===== src/link_frame_deframer_core_assert.svh =====
// Assertion macros shared by the deframer RTL.
// Depends on a clock named clk and an active-low reset named rst_n in scope.
`ifndef LINK_FRAME_DEFRAMER_CORE_ASSERT_SVH
`define LINK_FRAME_DEFRAMER_CORE_ASSERT_SVH

// Same-cycle implication, disabled during reset.
`define LFD_ASSERT_NOW(lbl, ante, cons, msg) \
  lbl: assert property (@(posedge clk) disable iff (!rst_n) (ante) |-> (cons)) \
    else $error(msg);

// Next-cycle implication, disabled during reset.
`define LFD_ASSERT_NEXT(lbl, ante, cons, msg) \
  lbl: assert property (@(posedge clk) disable iff (!rst_n) (ante) |=> (cons)) \
    else $error(msg);

`endif


===== src/lfd_pkg.sv =====
// Package for the link frame deframer: status codes, register indexes,
// frame layout constants, burst read record and the CRC16-CCITT byte update.
`default_nettype none

package lfd_pkg;

  localparam int MAX_PAYLOAD_DEF = 64;

  localparam int POS_W = 7;
  localparam int IDX_W = 6;
  localparam int LEN_W = 7;

  localparam logic [1:0] ST_TAKEN   = 2'd0;
  localparam logic [1:0] ST_INVALID = 2'd1;
  localparam logic [1:0] ST_FRAME   = 2'd2;

  localparam logic [1:0] CFG_SYNC_FIRST  = 2'd0;
  localparam logic [1:0] CFG_SYNC_SECOND = 2'd1;
  localparam logic [1:0] CFG_VERSION     = 2'd2;

  localparam logic [7:0] SYNC_FIRST_RST  = 8'hAA;
  localparam logic [7:0] SYNC_SECOND_RST = 8'h55;
  localparam logic [7:0] VERSION_RST     = 8'h01;

  localparam logic [POS_W-1:0] P_HUNT    = 7'd0;
  localparam logic [POS_W-1:0] P_SYNC2   = 7'd1;
  localparam logic [POS_W-1:0] P_VERSION = 7'd2;
  localparam logic [POS_W-1:0] P_TYPE    = 7'd3;
  localparam logic [POS_W-1:0] P_LEN_LO  = 7'd4;
  localparam logic [POS_W-1:0] P_LEN_HI  = 7'd5;
  localparam logic [POS_W-1:0] P_SEQ_LO  = 7'd6;
  localparam logic [POS_W-1:0] P_SEQ_HI  = 7'd7;
  localparam logic [POS_W-1:0] P_TS_0    = 7'd8;
  localparam logic [POS_W-1:0] P_TS_1    = 7'd9;
  localparam logic [POS_W-1:0] P_TS_2    = 7'd10;
  localparam logic [POS_W-1:0] P_TS_3    = 7'd11;
  localparam logic [POS_W-1:0] HDR_END   = 7'd12;
  localparam logic [POS_W-1:0] CRC_BYTES = 7'd2;

  localparam logic [15:0] CRC_INIT = 16'hFFFF;
  localparam logic [15:0] CRC_POLY = 16'h1021;

  typedef struct packed {
    logic             valid;
    logic [7:0]       data;
    logic [IDX_W-1:0] index;
    logic             last;
  } lfd_rd_t;

  function automatic logic [15:0] crc16_byte(input logic [15:0] crc, input logic [7:0] b);
    logic [15:0] c;
    c = crc ^ {b, 8'h00};
    for (int k = 0; k < 8; k++) begin
      if (c[15]) begin
        c = {c[14:0], 1'b0} ^ CRC_POLY;
      end else begin
        c = {c[14:0], 1'b0};
      end
    end
    return c;
  endfunction

endpackage

`default_nettype wire


===== src/lfd_payload_buf.sv =====
// Payload buffer of the deframer: one-port-write, one-port-read memory with a
// registered read, plus the sequencer that streams a completed payload out.
// Depends on lfd_pkg.
`default_nettype none

module lfd_payload_buf
  import lfd_pkg::*;
#(
  parameter int MAX_PAYLOAD = MAX_PAYLOAD_DEF,
  parameter int ADDR_W      = (MAX_PAYLOAD > 1) ? $clog2(MAX_PAYLOAD) : 1
) (
  input  wire logic              clk,
  input  wire logic              rst_n,
  input  wire logic              wr_en,
  input  wire logic [ADDR_W-1:0] wr_addr,
  input  wire logic [7:0]        wr_data,
  input  wire logic              start,
  input  wire logic [LEN_W-1:0]  start_len,
  input  wire logic              take,
  output logic                   busy,
  output lfd_rd_t                rd
);

  logic [7:0]       mem [MAX_PAYLOAD];
  logic [7:0]       rdata_r;
  logic             busy_r, busy_nxt;
  logic [LEN_W-1:0] len_r;
  logic [LEN_W-1:0] rd_idx_r, rd_idx_nxt;
  logic             dv_r, dv_nxt;
  logic [IDX_W-1:0] dv_idx_r;
  logic             rd_en;
  logic             adv;
  logic             dv_last;

  assign dv_last = ({1'b0, dv_idx_r} + 7'd1) == len_r;
  assign adv     = dv_r && take;
  assign rd_en   = busy_r && (rd_idx_r < len_r) && (!dv_r || adv);

  always_comb begin
    busy_nxt   = busy_r;
    rd_idx_nxt = rd_idx_r;
    dv_nxt     = dv_r;
    if (start) begin
      busy_nxt   = 1'b1;
      rd_idx_nxt = '0;
      dv_nxt     = 1'b0;
    end else begin
      if (rd_en) begin
        rd_idx_nxt = rd_idx_r + 7'd1;
        dv_nxt     = 1'b1;
      end else if (adv) begin
        dv_nxt = 1'b0;
      end
      if (adv && dv_last) begin
        busy_nxt = 1'b0;
      end
    end
  end

  always_ff @(posedge clk) begin
    if (!rst_n) begin
      busy_r   <= 1'b0;
      rd_idx_r <= '0;
      dv_r     <= 1'b0;
    end else begin
      busy_r   <= busy_nxt;
      rd_idx_r <= rd_idx_nxt;
      dv_r     <= dv_nxt;
    end
  end

  always_ff @(posedge clk) begin
    if (start) begin
      len_r <= start_len;
    end
    if (rd_en) begin
      dv_idx_r <= rd_idx_r[IDX_W-1:0];
    end
  end

  always_ff @(posedge clk) begin
    if (wr_en) begin
      mem[wr_addr] <= wr_data;
    end
    if (rd_en) begin
      rdata_r <= mem[rd_idx_r[ADDR_W-1:0]];
    end
  end

  assign busy     = busy_r;
  assign rd.valid = dv_r;
  assign rd.data  = rdata_r;
  assign rd.index = dv_idx_r;
  assign rd.last  = dv_last;

endmodule

`default_nettype wire


===== src/link_frame_deframer_core.sv =====
// Top level of the link frame deframer: sync hunt, header capture, CRC check
// and result output register. Depends on lfd_pkg, lfd_payload_buf and the
// assertion macro header.
`default_nettype none

// Takes one received byte per transaction and gives one result per byte, except
// on a good frame with a payload of n bytes, which gives n results. While
// hunting, collecting the header and collecting the payload a byte is taken
// every cycle as long as results are taken. After the byte that completes a
// non-empty frame the input stalls while the payload is streamed out of the
// payload memory behind its registered read, one byte per cycle as long as
// results are taken. The payload memory needs no clearing after reset.
module link_frame_deframer_core
  import lfd_pkg::*;
#(
  parameter int MAX_PAYLOAD = MAX_PAYLOAD_DEF
) (
  input  wire logic              clk,
  input  wire logic              rst_n,
  input  wire logic              cfg_we,
  input  wire logic [1:0]        cfg_index,
  input  wire logic [7:0]        cfg_wdata,
  input  wire logic              in_valid,
  output logic                   in_ready,
  input  wire logic [7:0]        in_rx_byte,
  output logic                   out_valid,
  input  wire logic              out_ready,
  output logic [1:0]             out_status,
  output logic [7:0]             out_frame_type,
  output logic [LEN_W-1:0]       out_payload_len,
  output logic [15:0]            out_seq_number,
  output logic [31:0]            out_time_stamp,
  output logic [7:0]             out_payload_byte,
  output logic [IDX_W-1:0]       out_payload_index,
  output logic                   out_payload_valid,
  output logic                   out_last
);

  localparam int ADDR_W = (MAX_PAYLOAD > 1) ? $clog2(MAX_PAYLOAD) : 1;

  logic [7:0]       sync_first_r, sync_second_r, version_cfg_r;
  logic [POS_W-1:0] pos_r, pos_nxt;
  logic [POS_W-1:0] exp_r, exp_nxt;
  logic [7:0]       ver_r, ver_nxt;
  logic [7:0]       type_r, type_nxt;
  logic [7:0]       len_lo_r, len_lo_nxt;
  logic [LEN_W-1:0] len_r, len_nxt;
  logic [15:0]      seq_r, seq_nxt;
  logic [31:0]      ts_r, ts_nxt;
  logic [15:0]      crc_r, crc_nxt;
  logic [7:0]       crc_lo_r, crc_lo_nxt;

  logic             out_valid_r;
  logic [1:0]       out_status_r;
  logic [7:0]       out_type_r;
  logic [LEN_W-1:0] out_len_r;
  logic [15:0]      out_seq_r;
  logic [31:0]      out_ts_r;
  logic [7:0]       out_byte_r;
  logic [IDX_W-1:0] out_index_r;
  logic             out_pv_r;
  logic             out_last_r;

  logic             in_fire;
  logic             take;
  logic             burst_busy;
  lfd_rd_t          rd;
  logic             load_in;
  logic             load_burst;
  logic [1:0]       res_status;
  logic             emit_hdr;
  logic             start;
  logic             wr_en;
  logic             frame_good;
  logic [POS_W-1:0] pos_inc;
  logic [POS_W-1:0] restart_pos;
  logic [15:0]      len_full;
  logic [7:0]       pos_ext;
  logic [7:0]       pay_end;
  logic             covered;
  logic [POS_W-1:0] wr_idx;

  assign take     = !out_valid_r || out_ready;
  assign in_ready = !burst_busy && take;
  assign in_fire  = in_valid && in_ready;

  assign pos_inc     = pos_r + 7'd1;
  assign restart_pos = (in_rx_byte == sync_first_r) ? P_SYNC2 : P_HUNT;
  assign len_full    = {in_rx_byte, len_lo_r};
  assign pos_ext     = {1'b0, pos_r};
  assign pay_end     = {1'b0, HDR_END} + {1'b0, len_r};
  assign covered     = pos_ext < pay_end;
  assign wr_idx      = pos_r - HDR_END;

  always_ff @(posedge clk) begin
    if (!rst_n) begin
      sync_first_r  <= SYNC_FIRST_RST;
      sync_second_r <= SYNC_SECOND_RST;
      version_cfg_r <= VERSION_RST;
    end else if (cfg_we) begin
      unique case (cfg_index)
        CFG_SYNC_FIRST:  sync_first_r  <= cfg_wdata;
        CFG_SYNC_SECOND: sync_second_r <= cfg_wdata;
        CFG_VERSION:     version_cfg_r <= cfg_wdata;
        default: ;
      endcase
    end
  end

  always_comb begin
    pos_nxt    = pos_r;
    exp_nxt    = exp_r;
    ver_nxt    = ver_r;
    type_nxt   = type_r;
    len_lo_nxt = len_lo_r;
    len_nxt    = len_r;
    seq_nxt    = seq_r;
    ts_nxt     = ts_r;
    crc_nxt    = crc_r;
    crc_lo_nxt = crc_lo_r;
    res_status = ST_TAKEN;
    emit_hdr   = 1'b0;
    start      = 1'b0;
    wr_en      = 1'b0;
    frame_good = 1'b0;
    if (in_fire) begin
      if (pos_r == P_HUNT) begin
        if (in_rx_byte == sync_first_r) begin
          pos_nxt = P_SYNC2;
        end
      end else if (pos_r == P_SYNC2) begin
        if (in_rx_byte == sync_second_r) begin
          pos_nxt = P_VERSION;
          crc_nxt = CRC_INIT;
        end else begin
          pos_nxt = restart_pos;
          exp_nxt = '0;
        end
      end else begin
        if (covered) begin
          crc_nxt = crc16_byte(crc_r, in_rx_byte);
        end
        case (pos_r)
          P_VERSION: ver_nxt          = in_rx_byte;
          P_TYPE:    type_nxt         = in_rx_byte;
          P_LEN_LO:  len_lo_nxt       = in_rx_byte;
          P_LEN_HI:  ;
          P_SEQ_LO:  seq_nxt[7:0]     = in_rx_byte;
          P_SEQ_HI:  seq_nxt[15:8]    = in_rx_byte;
          P_TS_0:    ts_nxt[7:0]      = in_rx_byte;
          P_TS_1:    ts_nxt[15:8]     = in_rx_byte;
          P_TS_2:    ts_nxt[23:16]    = in_rx_byte;
          P_TS_3:    ts_nxt[31:24]    = in_rx_byte;
          default: begin
            if (covered) begin
              wr_en = 1'b1;
            end else if (pos_ext == pay_end) begin
              crc_lo_nxt = in_rx_byte;
            end
          end
        endcase
        pos_nxt = pos_inc;
        if (pos_r == P_LEN_HI) begin
          if (len_full > 16'(MAX_PAYLOAD)) begin
            res_status = ST_INVALID;
            pos_nxt    = restart_pos;
            exp_nxt    = '0;
          end else begin
            len_nxt = len_full[LEN_W-1:0];
            exp_nxt = HDR_END + CRC_BYTES + len_full[LEN_W-1:0];
          end
        end else if ((exp_r != '0) && (pos_inc >= exp_r)) begin
          if ((ver_r != version_cfg_r) || (crc_r != {in_rx_byte, crc_lo_r})) begin
            res_status = ST_INVALID;
            pos_nxt    = restart_pos;
            exp_nxt    = '0;
          end else begin
            frame_good = 1'b1;
            res_status = ST_FRAME;
            pos_nxt    = P_HUNT;
            exp_nxt    = '0;
            if (len_r == '0) begin
              emit_hdr = 1'b1;
            end else begin
              start = 1'b1;
            end
          end
        end
      end
    end
  end

  assign load_in    = in_fire && !start;
  assign load_burst = rd.valid && take;

  always_ff @(posedge clk) begin
    if (!rst_n) begin
      pos_r    <= P_HUNT;
      exp_r    <= '0;
      ver_r    <= '0;
      type_r   <= '0;
      len_lo_r <= '0;
      len_r    <= '0;
      seq_r    <= '0;
      ts_r     <= '0;
      crc_r    <= CRC_INIT;
      crc_lo_r <= '0;
    end else begin
      pos_r    <= pos_nxt;
      exp_r    <= exp_nxt;
      ver_r    <= ver_nxt;
      type_r   <= type_nxt;
      len_lo_r <= len_lo_nxt;
      len_r    <= len_nxt;
      seq_r    <= seq_nxt;
      ts_r     <= ts_nxt;
      crc_r    <= crc_nxt;
      crc_lo_r <= crc_lo_nxt;
    end
  end

  always_ff @(posedge clk) begin
    if (!rst_n) begin
      out_valid_r <= 1'b0;
    end else if (load_in || load_burst) begin
      out_valid_r <= 1'b1;
    end else if (out_ready) begin
      out_valid_r <= 1'b0;
    end
  end

  always_ff @(posedge clk) begin
    if (load_burst) begin
      out_status_r <= ST_FRAME;
      out_type_r   <= type_r;
      out_len_r    <= len_r;
      out_seq_r    <= seq_r;
      out_ts_r     <= ts_r;
      out_byte_r   <= rd.data;
      out_index_r  <= rd.index;
      out_pv_r     <= 1'b1;
      out_last_r   <= rd.last;
    end else if (load_in) begin
      out_status_r <= res_status;
      out_type_r   <= emit_hdr ? type_r : 8'd0;
      out_len_r    <= '0;
      out_seq_r    <= emit_hdr ? seq_r : 16'd0;
      out_ts_r     <= emit_hdr ? ts_r : 32'd0;
      out_byte_r   <= '0;
      out_index_r  <= '0;
      out_pv_r     <= 1'b0;
      out_last_r   <= 1'b1;
    end
  end

  lfd_payload_buf #(
    .MAX_PAYLOAD (MAX_PAYLOAD),
    .ADDR_W      (ADDR_W)
  ) u_buf (
    .clk       (clk),
    .rst_n     (rst_n),
    .wr_en     (wr_en),
    .wr_addr   (wr_idx[ADDR_W-1:0]),
    .wr_data   (in_rx_byte),
    .start     (start),
    .start_len (len_r),
    .take      (take),
    .busy      (burst_busy),
    .rd        (rd)
  );

  assign out_valid         = out_valid_r;
  assign out_status        = out_status_r;
  assign out_frame_type    = out_type_r;
  assign out_payload_len   = out_len_r;
  assign out_seq_number    = out_seq_r;
  assign out_time_stamp    = out_ts_r;
  assign out_payload_byte  = out_byte_r;
  assign out_payload_index = out_index_r;
  assign out_payload_valid = out_pv_r;
  assign out_last          = out_last_r;

`include "link_frame_deframer_core_assert.svh"

  `LFD_ASSERT_NOW(a_len_window, (exp_r != '0), ((pos_r >= P_SEQ_LO) && (pos_r < exp_r)), "frame position outside the known frame length")
  `LFD_ASSERT_NEXT(a_burst_start, (frame_good && (len_r != '0)), (burst_busy && !in_ready), "payload burst did not start after a good frame")
  `LFD_ASSERT_NEXT(a_burst_end, (load_burst && rd.last), (!burst_busy), "payload burst still busy after its last byte")

endmodule

`default_nettype wire

===== config.mk =====
export PLATFORM = sky130hd
export DESIGN_NAME = link_frame_deframer_core
export DESIGN_NICKNAME = d
export VERILOG_FILES = /design/src/lfd_pkg.sv /design/src/lfd_payload_buf.sv /design/src/link_frame_deframer_core.sv
export VERILOG_INCLUDE_DIRS = /design/src /design/src/src
export SDC_FILE = /design/constraint.sdc
export NUM_CORES = 1
export LEC_CHECK = 0
export ABC_AREA = 1
export BUFFER_PORTS_ARGS = -buffer_cell sky130_fd_sc_hd__buf_2
export CORE_MARGIN = 4
export CORE_UTILIZATION = 56
export CTS_CLUSTER_SIZE = 25
export DETAILED_ROUTE_END_ITERATION = 6
export PLACE_DENSITY = 0.76
export SYNTH_ARGS = -nofsm -noshare
export SYNTH_HDL_FRONTEND = slang
export SYNTH_SLANG_ARGS = --single-unit

===== constraint.sdc =====
create_clock -name clk -period 4.7 [get_ports clk]
set_clock_uncertainty 0.1 [all_clocks]
set_input_delay 0.235 -clock clk [delete_from_list [all_inputs] [get_ports clk]]
set_output_delay 0.235 -clock clk [all_outputs]
set_load 0.01 [all_outputs]

# Yosys cells after proc, flatten, opt, wreduce, memory -nomap -nowiden
# Memories as Yosys holds them, arrays and structs flattened. A register that Yosys moved wholly into a read port is not among the register bits.
# Index checks and enable logic that the tools add are counted.
[op_classes]
add_sub_neg = 6
order_cmp = 4
n_eq_ne = 22
muxes = 104
bitwise = 15
n_reduce_logical = 45
[op_table]
columns = ["operator", "n"]
rows = [
  ["$mux 16", 34],
  ["$mux 13", 8],
  ["$mux 32", 3],
  ["$mux 7", 13],
  ["$reduce_and 4->1", 11],
  ["$mux 8", 5],
  ["$mux 1", 32],
  ["$eq 7x3->1 const B", 4],
  ["$eq 7x4->1 const B", 4],
  ["$not 3->3", 8],
  ["$eq 8x8->1", 2],
  ["$gt 16x7->1 const B", 1],
  ["$ne 16x16->1", 1],
  ["$xor 16x16->16", 1],
  ["$add 7x1->7 const B", 2],
  ["$eq 7x2->1 const B", 2],
  ["$logic_not 7->1", 2],
  ["$mux 2", 7],
  ["$mux 6", 2],
  ["$reduce_bool 2->1", 5],
  ["$reduce_or 10->1", 1],
  ["$add 4x7->8 const A", 1],
  ["$eq 7x8->1", 1],
  ["$logic_and 1x1->1", 8],
  ["other kinds (23)", 38],
]
[totals]
ff_bits = 245
ramBits = 512
input_bits = 23
output_inout_bits = 83
elab_cells = 229
mem_count = 1
[memory_table]
columns = ["memory", "depth", "width", "rd", "rd_ports_with_merged_regs", "write_ports", "line_no", "rtl"]
rows = [
  ["u_buf.mem", 64, 8, 1, 1, 1, "lfd_payload_buf.sv:24", "logic [7:0] mem [MAX_PAYLOAD];"],
]

# Depth between registers and ports, before layout
# Gate-level depths: netlist of the first run.
[logic_depth]
depth_word = 47
depth_mapped = 18
depth_no_buf = 18

# By module
# From an unflattened synthesis of the first run, not the netlist that was laid out.
[unflattened]
hier_cells = 3210
area_unflattened_um2 = 32877.8
[by_module_without_submodules]
columns = ["mod", "n_inst", "cells_each", "area_each_um2", "seq_area_each_um2"]
rows = [
  ["lfd_payload_buf", 1, 1975, 22497.8, 16185.5],
  ["link_frame_deframer_core", 1, 1235, 10380.0, 5245.0],
]

# Worst setup path after synthesis of the first run
# Ideal clock, no wire load.
[synth_path]
path_kind = "reg2reg"
startpoint = "register pos_r[0]"
endpoint = "register out_type_r[0] (netlist: out_frame_type[0]) (enable)"
setup_time_ns = 0.783
t_arrival_ns = 3.657
required_time_ns = 3.817
path_slack_ns = 0.159
stages_incl_launch_ff = 15
n_path_buf = 0
path_cell_list = "dfxtp_1 > clkinv_1 > nor3_1 > nand3_1 > xnor2_1 > ha_1 > nand2_1 > inv_1 > nand3_1 > nand3_1 > nand2_1 > nor2_1 > nand4_1 > nand2_1 > nand2_1"
[synth_between]
elab_chain_cells = 11
elab_cells_between_ends = 14
classes_between = "add/sub: 1; order compare: 1; eq/ne: 2; mux: 5; reduce/logical: 5"
[synth_lines]
columns = ["item", "line_no", "rtl"]
rows = [
  ["start: declaration", "link_frame_deframer_core.sv:42", "logic [POS_W-1:0] pos_r, pos_nxt;"],
  ["start signal: assignment", "link_frame_deframer_core.sv:209", "pos_r <= pos_nxt;"],
  ["$add 7x1->7", "link_frame_deframer_core.sv:87", "assign pos_inc = pos_r + 7'd1;"],
  ["$ge 7x7->1", "link_frame_deframer_core.sv:172", "end else if ((exp_r != '0) && (pos_inc >= exp_r)) begin"],
  ["$logic_and 1x1->1", "link_frame_deframer_core.sv:172", ""],
  ["$mux 1", "link_frame_deframer_core.sv:172", ""],
  ["$mux 1", "link_frame_deframer_core.sv:163", "if (pos_r == P_LEN_HI) begin"],
  ["$mux 1", "link_frame_deframer_core.sv:131", "end else if (pos_r == P_SYNC2) begin"],
  ["$mux 1 (*)", "link_frame_deframer_core.sv:127", "if (pos_r == P_HUNT) begin"],
  ["$mux 1 (*)", "link_frame_deframer_core.sv:126", "if (in_fire) begin"],
  ["$logic_not 1->1 (*)", "link_frame_deframer_core.sv:193", "assign load_in = in_fire && !start;"],
  ["$logic_and 1x1->1 (*)", "link_frame_deframer_core.sv:193", ""],
  ["$reduce_bool 2->1 (no source line) (*)", "-", ""],
  ["end signal: assignment", "link_frame_deframer_core.sv:235", "out_type_r <= type_r;"],
  ["end signal: assignment", "link_frame_deframer_core.sv:245", "out_type_r <= emit_hdr ? type_r : 8'd0;"],
  ["end: declaration", "link_frame_deframer_core.sv:55", "logic [7:0] out_type_r;"],
]
# Mark *: on every way between the ends. The rest lies on a longest branch, timed or not.
# A chain may end at the register's enable or synchronous reset.

# Worst setup path in the final report of the first run
[layout_path]
startpoint = "register pos_r[0]"
endpoint = "register out_type_r[4] (netlist: out_frame_type[4]) (enable)"
# The elaborated chain is that of the path after synthesis.

==> results of run 1 <==
## worst paths after layout
path                                            start                           to  slack [ns]  cells after the start
worst max-delay path            pos_r[0]$_SDFFE_PN0P_  out_frame_type[4]$_DFFE_PP_        0.61                     15
worst max register to register  pos_r[0]$_SDFFE_PN0P_  out_frame_type[4]$_DFFE_PP_        0.61                     15
worst min register to register  len_r[1]$_SDFFE_PN0P_     u_buf.len_r[1]$_DFFE_PP_        0.35                      0
worst min-delay path                    in_rx_byte[6]   u_buf.mem[43][6]$_DFFE_PP_        0.02                      1
## state kept, by name, indices dropped and copies added (netlist names), 8 cells and up
register / cells
version_cfg_r: 8
out_time_stamp: 32
len_lo_r: 8
u_buf.mem: 512
out_payload_byte: 8
type_r: 8
ver_r: 8
seq_r: 16
out_frame_type: 8
crc_r: 16
out_seq_number: 16
ts_r: 32
sync_second_r: 8
sync_first_r: 8
crc_lo_r: 8
u_buf.rdata_r: 8
## where the power goes
group          switching [mW]  leakage [nW]  internal (mW)
clock network            2.58          1.29           3.87
registers              0.0181          6.81           7.34
logic                   0.262          4.80         0.0856
## final cells by class
cell class	count	area share [%]
Timing Repair Buffer	222	4.22
Clock inverter	43	1.62
Multi-Input combinational cell	1713	23.8
Antenna cell	1	0.00698
Tap cell	748	2.61
Inverter	203	2.14
Sequential cell	765	59.8
Clock buffer	100	5.82
## worst reg2reg max path, cell delays in order (launching register included)
cell,delay (ns)
dfxtp_1,0.47
clkinv_1,0.32
nor3_1,0.48
nand3_1,0.15
xnor2_1,0.18
ha_1,0.30
nand2_1,0.06
inv_1,0.07
nand3_1,0.08
nand3_1,0.09
nand2_1,0.12
nor2_1,0.35
nand4_1,0.17
nand2_1,0.22
nand2_4,0.31
buf_12,0.35
## metal layers
layer	track usage, %	wire length [um]
met3	5.95	9300
met2	43.1	38600
met1	37.5	32200
met4	9.36	2570
met5	0	14
## layout by cell type, fill, tap and decap left out, drive strengths merged, types with 3 or more instances in the layout
cell type    count
o21ai          362
nand4           35
o22ai           72
nand2          294
clkinvlp         4
bufinv          13
dlygate4sd3     23
o211ai          18
xor2            29
o221ai          49
nand3          150
edfxtp         611
dfxtp          154
or2              3
inv            203
clkinv          26
nor3            15
buf            199
clkbuf         100
a21oi          126
xnor2           17
nor2           496
ha              33
## kinds of logic after synthesis
family	share of synthesized area, %
adders and majority gates	1.32
DFF	68.3
AOI/OAI and AO/OA	11.3
buffers and inverters	4.55
and+or+nand+nor	13.2
xor gates and xnor gates	1.28
==> reports/metrics.cfg, run 1 <==
[run_status]
status=complete, no violations

[critical_path]
cp.arrival_ns=4.35
critPathTopFamily=simple AND/OR/NAND/NOR gates
path_class=reg -> reg
cp_cell_sequence=clkinv_1, nor3_1, nand3_1, xnor2_1, ha_1, nand2_1, inv_1, nand3_1, nand3_1, nand2_1, nor2_1, nand4_1, nand2_1, nand2_4, buf_12
worstPathMaxFanout=45
path_buf_inv=3
cp.required_ns=4.96
worstSetupEndpointType=register
slowest_stage=nor3_1
crit_path_max_incr_delay_ns=0.48
startpoint_type=register

[final_layout]
fillers=4177
syn_to_final_growth_pct=14.3
fin_nets=3038
fin_util_pct=64.8
multi_input_area_mm2=0.00852
seqCellArea_mm2=0.0214
stdcell_count=3795
drive_above_1_share_pct=11.6
fin_area_mm2=0.0358

[die]
die_w_um=245
die-area_mm2=0.0599
io_pins=106
coreArea_mm2=0.0553
initial_utilization_pct=56.7
rows=86
die-height_um=245

[routing]
finalWirelength_um=82700
vias=22744
wl_per_cell_um=21.8
drt_iter0_markers=2709
drc_errors=0
ant_nets=0
routed_via_density=5.99
drt-pass1-iter-count=6

[timing]
period_needed_ns=4.09
drv_slew=0
fin_hold_ws_ns=0.0217
period_share_pct=87.0
hold_viol=0
tightest_slew_ns=1.28
setup_violations=0
rsz0062_at_grt=no
slew_headroom_pct=14.3
finalSetupTns_ns=0
max_freq_mhz=245
fin_ws_ns=0.613

[cts]
cts_setup_buffers=0
clk_latency_ns=0.62
cts_resized=0
cts.htree.levels=3
ctsLongestPathBuffers=3
cts_hold_buf=23
cts-root-buf=clkbuf_16
cts_tree=done
path_clk_slew_ns=0.06
numCtsBuffers=77
cts.sinks=765

[place]
io_buffers=105
routabilityCongestion=0.954
dp_hpwl_um=51000
placed_area_mm2=0.0329
pre_cts_ws_ns=0.719
place_inst=3628

[worst_hold_path]
hp-class=in -> reg

[logic_synthesis]
synth_edf_count=611
syn_avg_cell_area_um2=11.1
ys_top_cells_by_count=611 x edfxtp_1, 488 x nor2_1, 362 x o21ai_0, 286 x nand2_1, 192 x inv_1
synthTopCellsByArea=edfxtp_1 59%, dfxtp_1 9.8%, nor2_1 5.8%
ys_async_sr_fraction_pct=0
synth-main-ff-cell=edfxtp_1
synth_top_area_share_pct=58.5
ys_seq_area_share_pct=68.3
yosysMostFrequentCell=edfxtp_1
synth_nets=2889
yosysWarnings=0
yosys_register_bits=765
syn-cell-area_mm2=0.0314
synth_top_area_cell=edfxtp_1
ys_types=40
synth_cells=2833

[power_and_ir_drop]
ir_drop_mv=0.312
power_mw=14.2
power_density_mw_per_mm2=395
leakage_nw=12.9

[global_route]
grt_pass1_wl_um=126000
grt_pass1_vias=21757
grt_start_max_net_pins=146
grt_overflow_total=0
grtUsageTotal_pct=27.1
antenna_found_initial=3

[flow_run]
cap_viol_max_count=0

Power figures use the tool's default switching activity.
==> run 2, diff against run 1 <==
- CORE_UTILIZATION: 56 -> 55
- PLACE_DENSITY: 0.76 -> 0.75
==> run 2 against run 1 <==
  * The flow now finishes with violations (DRC)
  * Routed wire length decreased by 2.9%
  * Total power decreased by 3.7%
  * Maximum frequency rose by 1.8%
  * First-iteration DRC count up 4.1%
  * Register-to-register slack improved by 0.07 ns
  * Critical path depth unchanged
  * Clock power down 8.1%
  * Sequential power about the same
  * Cell area down 0.88%
  * Highest routed layer is now met4
==> reports/metrics.cfg, run 2 (synthesis results as in run 1) <==
[timing]
max_freq_mhz=249  ; +1.8%
setup_violations=0  ; unchanged
period_needed_ns=4.01  ; -0.0719 ns
period_share_pct=85.4  ; -1.5 points
hold_viol=0  ; unchanged
fin_ws_ns=0.685  ; +0.0719 ns
drv_slew=0  ; unchanged
rsz0062_at_grt=no
slew_headroom_pct=21.3  ; +7.0 points
finalSetupTns_ns=0  ; unchanged
tightest_slew_ns=1.18  ; -0.106 ns

[global_route]
grt_pass1_vias=21216  ; -2.5%
grtUsageTotal_pct=25.8  ; -1.3 points
grt_pass1_wl_um=122000  ; -3.5%
antenna_found_initial=1  ; -2
grt_overflow_total=0  ; unchanged
grt_start_max_net_pins=198  ; +36%

[final_layout]
fin_util_pct=63.0  ; -1.8 points
drive_above_1_share_pct=11.3  ; -0.27 points
fillers=4357  ; +4.3%
syn_to_final_growth_pct=13.3
largest_reg_flops=512  ; unchanged
layout_commonest_cell=edfxtp_1
multi_input_area_mm2=0.00852  ; unchanged
seqCellArea_mm2=0.0214  ; unchanged
final_cell_mix=611 x edfxtp_1, 487 x nor2_1, 362 x o21ai_0
stdcell_count=3787  ; -0.21%
top_register=u_buf.mem
fin_nets=3023  ; -0.49%

[cts]
cts_setup_buffers=0  ; unchanged
ctsLongestPathBuffers=3  ; unchanged
cts_tree=done
cts_hold_buf=18  ; -22%
numCtsBuffers=76  ; -1.3%
cts.sinks=765  ; unchanged
clk_latency_ns=0.62  ; about the same
cts_resized=0  ; unchanged
cts-root-buf=clkbuf_16
cts.htree.levels=3  ; unchanged
path_clk_slew_ns=0.06  ; about the same

[die]
die-height_um=247  ; +0.87%
initial_utilization_pct=55.6  ; -1.1 points
io_pins=106  ; unchanged
rows=87  ; +1.2%
coreArea_mm2=0.0564  ; +2.0%
die_w_um=247  ; +0.87%
die-area_mm2=0.0609  ; +1.8%

[routing]
routed_via_density=5.88  ; -1.9%
drt-pass1-iter-count=7  ; +1
vias=22270  ; -2.1%
wl_per_cell_um=21.2  ; -2.7%
drt_iter0_markers=2819  ; +4.1%
finalWirelength_um=80400  ; -2.9%
drc_errors=4  ; +4
ant_nets=0  ; unchanged

[critical_path]
path_buf_inv=2  ; -1
critPathMostFrequentCell=nand2_1
critPathLaunch=pos_r[0]$_SDFFE_PN0P_
cp.arrival_ns=4.26  ; -0.09 ns
path_class=reg -> reg
slowest_stage=dfxtp_1
cp.required_ns=4.95  ; about the same
critPathTopFamily=simple AND/OR/NAND/NOR gates
worstSetupEndpointType=register
worstPathMaxFanout=50  ; +11%
startpoint_type=register
r2r_start=pos_r[0]$_SDFFE_PN0P_
cp_cell_sequence=clkinv_1, nor3_1, nand3_1, xnor2_1, ha_1, nand2_1, nor2_1, nand2_1, nand3_1, nand2_1, nor2_1, nand4_1, nand2_1, nand2_4, buf_12
crit_path_max_incr_delay_ns=0.47  ; about the same

[place]
io_buffers=105  ; unchanged
place_inst=3627  ; -0.028%
routabilityCongestion=0.938  ; -1.7%
dp_hpwl_um=50000  ; -2.0%
pre_cts_ws_ns=0.745  ; +0.0259 ns

[run_status]
violations=DRC
status=complete, but fails checks

[worst_hold_path]
worst_hold_startpoint=in_rx_byte[4]
hp-class=in -> reg

[flow_run]
cap_viol_max_count=0  ; unchanged

[power_and_ir_drop]
ir_drop_mv=0.295  ; -5.5%
leakage_nw=12.8  ; -1.1%
power_density_mw_per_mm2=384  ; -2.8%

-- run 2: path summary, 6_finish.rpt --
path              cells after the start  slack, ns                     endpoint
setup / recovery                     15       0.69  out_frame_type[4]$_DFFE_PP_
hold / removal                        3       0.04        ver_r[4]$_SDFFE_PN0P_
hold reg to reg                       0       0.35     u_buf.len_r[3]$_DFFE_PP_
setup reg to reg                     15       0.69  out_frame_type[4]$_DFFE_PP_
-- run 2: power breakdown --
group / internal [mW] / switching, mW
Combinational: 0.0850 / 0.261
Clock: 3.40 / 2.53
Sequential: 7.34 / 0.0174
Total: 10.8 / 2.80
-- run 2: layout make-up --
cell class,count,area share (%)
Sequential cell,765,60.3
Multi-Input combinational cell,1713,24.0
Clock buffer,99,5.92
Timing Repair Buffer,208,3.93
Tap cell,756,2.66
Inverter,203,2.16
Clock inverter,42,0.997
Antenna cell,1,0.00704
-- run 2: worst register-to-register path: cells and delay by family, from the launching register on --
family | cells | cell delay [ns]
AND/OR/NAND/NOR | 11 | 2.02
adder cells (fa/ha/maj) | 1 | 0.29
XOR/XNOR | 1 | 0.19
buffers and inverters | 2 | 0.65
flip-flops | 1 | 0.47
-- run 2: stage by stage --
stage | instance area [um2] | power [mW] | hold slack [ns]
6_report | 35500 | 13.6 | 0.0362
5_1_grt | 35500 | 14.0 | 0.0301
4_1_cts | 35500 | 13.7 | 0.00241
3_5_place_dp | 32900 | 7.83 | 0.336
2_1_floorplan | 31400 | 7.64 | 0.234
3_3_place_gp | 32900 | 7.83 | 0.339
-- run 2: layer usage --
| metal | global-route usage (%) | vias up | routed length [um] | share of wire, % |
|---|---|---|---|---|
| met1 | 35.4 | 10675 | 32500 | 40 |
| li1 | - | 10256 | - | - |
| met5 | 0 | - | 0 | 0 |
| met3 | 5.09 | 172 | 8000 | 10 |
| met2 | 41.8 | 1167 | 37400 | 47 |
| met4 | 8.79 | 0 | 2440 | 3.0 |
